## src/hw/rtl/pcd_pkg.sv

```systemverilog
// Package with fixed-point constants, register indexes and reset values for the progressive crossing divider.
`timescale 1ns / 1ps
`default_nettype none

package pcd_pkg;

  // Fixed-point reference points (threshold is unsigned Q8.16)
  localparam logic [23:0] ONE_Q16    = 24'h01_0000;
  localparam logic [23:0] HOLD_LEVEL = 24'h7F_0000;  // 127.0
  localparam logic [15:0] CENTER     = 16'h8000;
  localparam logic [24:0] SLEW_TOP   = 25'h100_0000; // 1.0 in Q0.24

  // Configuration register indexes
  localparam logic [1:0] REG_THRESHOLD_DECAY = 2'd0;
  localparam logic [1:0] REG_HOLD_LIMIT      = 2'd1;
  localparam logic [1:0] REG_SLEW_RATE       = 2'd2;

  // Configuration reset values
  localparam logic [15:0] RST_THRESHOLD_DECAY = 16'd65470;
  localparam logic [15:0] RST_HOLD_LIMIT      = 16'd2000;
  localparam logic [15:0] RST_SLEW_RATE       = 16'd66;

endpackage

`default_nettype wire

```

## src/hw/rtl/progressive_crossing_divider.sv

```systemverilog
// Top level of the progressive crossing divider: crossing counter, threshold, hold and slew.
//
//  channel   dir  handshake          payload
//  s_*       in   s_tvalid/s_tready  s_tdata[15:0]  = sample
//  m_*       out  m_tvalid/m_tready  m_tdata[23:0]  = slewed_out[15:0], gate[16], zero pad
//  cfg_*     in   cfg_we             cfg_addr[1:0] register index, cfg_data[15:0]
//
// One request per clock while s_tready is high: every state update for a sample happens in the cycle
// it is accepted, between the state registers and the output register.
// The result shows up on m_* in the cycle after its request is accepted.
// The longest path is the Q8.16 x Q0.16 decay multiply feeding the floor and hold compares.
// rst is synchronous, active high; it loads the config registers with their
// defaults, the threshold with 1.0 and clears all other state but the output payload.
// A stalled output holds its result; s_tready stays high as long as the output
// register is empty or is being drained in the same cycle.
`timescale 1ns / 1ps
`default_nettype none

module progressive_crossing_divider #(
  parameter int THRESHOLD_CAP = 128  // 2..255, threshold ceiling in whole units
) (
  input  wire         clk,
  input  wire         rst,
  // sample stream
  input  wire         s_tvalid,
  output logic        s_tready,
  input  wire  [15:0] s_tdata,   // [15:0] sample
  // result stream
  output logic        m_tvalid,
  input  wire         m_tready,
  output logic [23:0] m_tdata,   // [15:0] slewed_out, [16] gate, [23:17] zero
  // config write port
  input  wire         cfg_we,
  input  wire  [1:0]  cfg_addr,
  input  wire  [15:0] cfg_data
);

  // threshold ceiling in Q8.16
  localparam logic [23:0] CAP_Q16 = {8'(THRESHOLD_CAP), 16'd0};

  // config registers
  logic [15:0] threshold_decay;
  logic [15:0] hold_limit;
  logic [15:0] slew_rate;

  // block state
  logic        previous_side;
  logic [7:0]  crossing_count;
  logic [23:0] threshold;
  logic        gate_level;
  logic [15:0] hold_ticks;
  logic [23:0] slewed_level;

  // output register
  logic        out_valid;
  logic [15:0] out_slewed;
  logic        out_gate;

  // next values
  logic        previous_side_next;
  logic [7:0]  crossing_count_next;
  logic [23:0] threshold_next;
  logic        gate_level_next;
  logic [15:0] hold_ticks_next;
  logic [23:0] slewed_level_next;

  // intermediates
  logic               s_accept;
  logic               side;
  logic [7:0]         count_mid;
  logic               fire;
  logic [24:0]        grown;
  logic [39:0]        decay_prod;
  logic [23:0]        decayed;
  logic [23:0]        t_mid;
  logic [15:0]        hold_inc;
  logic signed [25:0] slew_diff;
  logic signed [42:0] slew_prod;
  logic signed [42:0] slew_step;
  logic [25:0]        slew_sum;

  // Output register frees itself when drained, so a new request can enter
  // in the same cycle the old result leaves.
  assign s_tready = !out_valid || m_tready;
  assign s_accept = s_tvalid && s_tready;
  assign m_tvalid = out_valid;
  assign m_tdata  = {7'd0, out_gate, out_slewed};

  // config writes; an unused index is dropped
  always_ff @(posedge clk) begin
    if (rst) begin
      threshold_decay <= pcd_pkg::RST_THRESHOLD_DECAY;
      hold_limit      <= pcd_pkg::RST_HOLD_LIMIT;
      slew_rate       <= pcd_pkg::RST_SLEW_RATE;
    end else if (cfg_we) begin
      case (cfg_addr)
        pcd_pkg::REG_THRESHOLD_DECAY: threshold_decay <= cfg_data;
        pcd_pkg::REG_HOLD_LIMIT:      hold_limit      <= cfg_data;
        pcd_pkg::REG_SLEW_RATE:       slew_rate       <= cfg_data;
        default: ;
      endcase
    end
  end

  always_comb begin
    // center crossing, count saturates at 255
    side      = s_tdata > pcd_pkg::CENTER;
    count_mid = crossing_count;
    if (side != previous_side && crossing_count != 8'hFF) begin
      count_mid = crossing_count + 8'd1;
    end
    previous_side_next = side;

    // fire when count reaches the threshold
    fire       = {count_mid, 16'd0} >= threshold;
    grown      = {1'b0, threshold} + {3'd0, threshold[23:2]};  // t * 1.25
    decay_prod = {16'd0, threshold} * {24'd0, threshold_decay};
    decayed    = decay_prod[39:16];

    gate_level_next     = gate_level;
    crossing_count_next = count_mid;
    t_mid               = threshold;
    if (fire) begin
      gate_level_next     = !gate_level;
      crossing_count_next = 8'd0;
      t_mid = (grown < {1'b0, CAP_Q16}) ? grown[23:0] : CAP_Q16;
    end else if (threshold > pcd_pkg::ONE_Q16) begin
      t_mid = (decayed > pcd_pkg::ONE_Q16) ? decayed : pcd_pkg::ONE_Q16;
    end

    // time spent near the top snaps the threshold back to 1.0
    hold_inc        = (hold_ticks != 16'hFFFF) ? hold_ticks + 16'd1 : hold_ticks;
    threshold_next  = t_mid;
    hold_ticks_next = 16'd0;
    if (t_mid >= pcd_pkg::HOLD_LEVEL) begin
      hold_ticks_next = hold_inc;
      if (hold_inc > hold_limit) begin
        threshold_next  = pcd_pkg::ONE_Q16;
        hold_ticks_next = 16'd0;
      end
    end

    // one-pole slew toward 0 or 1.0 (Q0.24), floor shift
    slew_diff = $signed({1'b0, (gate_level_next ? pcd_pkg::SLEW_TOP : 25'd0)})
              - $signed({2'b00, slewed_level});
    slew_prod = 43'(slew_diff) * 43'($signed({1'b0, slew_rate}));
    slew_step = slew_prod >>> 16;
    slew_sum  = {2'b00, slewed_level} + slew_step[25:0];
    slewed_level_next = slew_sum[23:0];
  end

  always_ff @(posedge clk) begin
    if (rst) begin
      previous_side  <= 1'b0;
      crossing_count <= 8'd0;
      threshold      <= pcd_pkg::ONE_Q16;
      gate_level     <= 1'b0;
      hold_ticks     <= 16'd0;
      slewed_level   <= 24'd0;
    end else if (s_accept) begin
      previous_side  <= previous_side_next;
      crossing_count <= crossing_count_next;
      threshold      <= threshold_next;
      gate_level     <= gate_level_next;
      hold_ticks     <= hold_ticks_next;
      slewed_level   <= slewed_level_next;
    end
  end

  always_ff @(posedge clk) begin
    if (rst) begin
      out_valid <= 1'b0;
    end else if (s_accept) begin
      out_valid <= 1'b1;
    end else if (m_tready) begin
      out_valid <= 1'b0;
    end
  end

  // payload only, no reset needed
  always_ff @(posedge clk) begin
    if (s_accept) begin
      out_slewed <= slewed_level_next[23:8];
      out_gate   <= gate_level_next;
    end
  end

  a_thr_floor: assert property (@(posedge clk) disable iff (rst)
    threshold >= pcd_pkg::ONE_Q16)
    else $error("threshold below 1.0");

  a_thr_cap: assert property (@(posedge clk) disable iff (rst)
    threshold <= CAP_Q16 || threshold == pcd_pkg::ONE_Q16)
    else $error("threshold above cap");

  a_hold_top: assert property (@(posedge clk) disable iff (rst)
    hold_ticks != 16'd0 |-> threshold >= pcd_pkg::HOLD_LEVEL)
    else $error("hold counter running below hold level");

  a_gate_idle: assert property (@(posedge clk) disable iff (rst)
    !s_accept |=> $stable(gate_level))
    else $error("gate changed without a request");

endmodule

`default_nettype wire
```

## config.mk

```make
export PLATFORM = sky130hd
export DESIGN_NAME = progressive_crossing_divider
export DESIGN_NICKNAME = d
export VERILOG_FILES = /design/src/hw/rtl/pcd_pkg.sv /design/src/hw/rtl/progressive_crossing_divider.sv
export SDC_FILE = /design/constraint.sdc
export NUM_CORES = 2
export LEC_CHECK = 0
export BUFFER_PORTS_ARGS = -buffer_cell sky130_fd_sc_hd__buf_4
export CORE_MARGIN = 4
export CORE_UTILIZATION = 45
export DETAILED_ROUTE_END_ITERATION = 10
export SLEW_MARGIN = 40
export SYNTH_ARGS = -nofsm -noshare
export SYNTH_HDL_FRONTEND = slang
export SYNTH_SLANG_ARGS = --single-unit
```

## constraint.sdc

```tcl
create_clock -name clk -period 24.7 [get_ports clk]
set_input_delay 3.705 -clock clk [delete_from_list [all_inputs] [get_ports clk]]
set_output_delay 3.705 -clock clk [all_outputs]
set_load 0.05 [all_outputs]
```

==> summary.md <==
| Metric | Value |
|---|---|
| Status | complete, no violations |
| Clk sink count | 140 |
| Die height | 285 um |
| Die Footprint | 0.0814 mm2 |
| Fill cells | 7572 |
| Seq/Total Area, Yosys | 8.59% |
| CTS tree | built |
| Clock transition at the registers of the reported paths | 0.06 ns |
| Arrival time worst endpoint | 14.93 ns |
| TritonCTS buffer count | 17 |
| Worst-skew pair later-pin latency | 0.48 ns |
| Synth unique cells | 86 |
| Die Wd | 285 um |
| Placed cell areas | 0.0361 mm2 |
| Multi-input logic area | 0.0278 mm2 |
| Gr usage total | 23.2% |
| DR pass1 iterations | 5 |
| Total negative slack | 0 ns |
| CTS resizes | 0 |
| Min-Delay Path Class | flip-flop to flip-flop |
| End-of-flow core utilization | 48.3% |
| Post-route cell area | 0.0368 mm2 |
| EDFF count, synth | 17 |
| CP max stage delay | 0.67 ns |
| Crit path launch | s_tdata[4] |
| Ys async rst share | 0% |
| CP max stage cell | fa_1 |
| Iter 0 DRT Violations | 1523 |
| Crit-path most repeated cell | fa_1 |
| YS warnings | 0 |
| Gr ovfl total | 0 |
| Clock Skew | 0.0209 ns |
| Core ar. | 0.0761 mm2 |
| Initial antenna violation count | 0 |
| Vias in the first global route | 28000 |
| H-tree levels | 4 |
| Pins Over Slew Limit | 0 |
| Synthesized flop and latch total | 140 |
| Max Fclk | 68.7 MHz |
| Final wirelength | 90000 um |
| Nets | 4991 |
| Io pins | 65 |
| First-pass GRT wire length | 150000 um |
| N_diodes | 0 |
| Syn avg cell area | 8.56 um2 |
| Nature of the critical path startpoint | input pin |
| Worst r2r src | crossing_count[0] |
| Max Cap Violations | 0 |
| Routed vias | 26500 |
| Reg2Reg Setup Slack | 13.59 ns |
| DR vias/cell | 5.26 |
| Root buf cell | clkbuf_16 |
| Mapped Area | 0.0346 mm2 |
| # rows | 101 |
| DP HPWL | 67000 um |
| Worst setup path class | input pin to flip-flop |
| # hold bufs at CTS | 0 |
| Unrepaired setup endpoints after global routing | false |
| Syn Inst Count | 4043 |
| Final worst path period share | 59.0% |
| Buffers on Ports | 57 |
| Rel. slew slack | 41.7% |
| Final setup fails | 0 |
| Setup Fix Bufs, Post-CTS | 0 |
| Synth Flop Type | dfxtp_1 |
| Longest Clk Path Bufs | 2 |
| DR DRC count | 0 |
| Largest net degree at the start of global routing | 57 |
| Layout cells sized above 1 | 5.05% |
| WL per Instance | 17.9 um |
| CP required | 25.06 ns |
| Actual slew at the worst max-slew pin | 0.875 ns |
| Final worst path period need | 14.56 ns |
| Starting Density | 45.5% |
| Final hold vios | 0 |
| Antenna-violating nets left | 0 |
| Critical path peak fanout | 12 |
| Hold path start | slew_rate[13] |
| Area Overhead vs Synth | 6.26% |
| Crit end category | flip-flop |
| Sequential cell area | 0.00298 mm2 |
| Routability Congestion | 0.854 |
==> flip-flops by register name (all words and copies together) (netlist names), 8 cells and up <==
signal and flops:
crossing_count 8, hold_limit 16, hold_ticks 16, out_slewed 16
slew_rate 16, slewed_level 24, threshold 24, threshold_decay 16
==> per-stage QoR <==
step / hold WS, ns / worst slack [ns] / instances
2_1_floorplan: 0.436 / 10.86 / 4049
3_3_place_gp: 0.443 / 9.88 / 4998
3_5_place_dp: 0.446 / 9.70 / 4998
4_1_cts: 0.456 / 10.17 / 5030
5_1_grt: 0.472 / 9.44 / 5031
6_report: 0.456 / 10.14 / 5031
==> final cells by class <==
type / instances / share of cell area, %
Clock buffer: 18 / 1.22
Timing Repair Buffer: 136 / 2.83
Multi-Input combinational cell: 2887 / 75.7
Tap cell: 1030 / 3.50
Inverter: 806 / 8.23
Clock inverter: 14 / 0.405
Sequential cell: 140 / 8.11
==> routing by layer <==
metal | vias up | global-route usage (%) | share of wire, %
met5 | - | 0 | 0
met4 | 0 | 4.84 | 1.7
met3 | 113 | 2.84 | 5.3
met2 | 682 | 39.2 | 48
met1 | 13400 | 32.2 | 45
li1 | 12300 | - | -
==> cells by family after synthesis <==
| kind of cell | synth area share (%) |
|---|---|
| muxes | 0.640 |
| xor gates and xnor gates | 3.48 |
| and+or+nand+nor | 17.8 |
| buffers and inverters | 11.3 |
| DFF | 8.59 |
| AOI/OAI and AO/OA | 8.43 |
| adders and majority gates | 49.8 |
| other | 0.0108 |
==> synthesized netlist by cell type (all sizes together) (18+ instances only) <==
cell    count  share of area, %
clkbuf    193               2.1
and3       21              0.38
inv       805               8.7
or3        20              0.36
buf        23              0.43
a21oi     149               2.2
xnor2      95               2.4
xor2       39              0.99
dfxtp     123               7.1
o21a       33              0.72
fa        685                40
o21ai      58              0.84
nor2      110               1.2
a21o       41              0.89
ha        279                10
a22oi      19              0.41
nand2     725               7.9
mux2i      21              0.61
nand2b     18              0.33
nand3      24              0.36
and2      274               5.0
nand4      24              0.43
nor3       43              0.62
==> final timing paths <==
path	end	cells past startpoint
worst min register to register	slew_rate[13]	2
worst min-delay path	slew_rate[13]	2
worst max-delay path	slewed_level[23]	44
worst max register to register	slewed_level[23]	40
==> layout by cell type (no fill, tap or decap), drive strengths merged, types with 24 or more instances in the layout <==
master	n
inv	813
nand2	725
fa	685
ha	279
and2	274
a21oi	149
buf	136
dfxtp	123
nor2	110
xnor2	95
o21ai	58
nor3	43
a21o	41
xor2	39
o21a	33
nand4	24
nand3	24
==> worst max-delay path, delay by kind of cell <==
family / cells / cell delay, ns
adders and majority gates: 9 / 3.83
AOI/OAI and AO/OA: 11 / 2.21
buffers and inverters: 6 / 0.45
and+or+nand+nor: 13 / 3.30
xor gates and xnor gates: 5 / 1.40
Power is not shown: default switching activity piles up to over one toggle a cycle in this logic, so the estimate is an artifact.
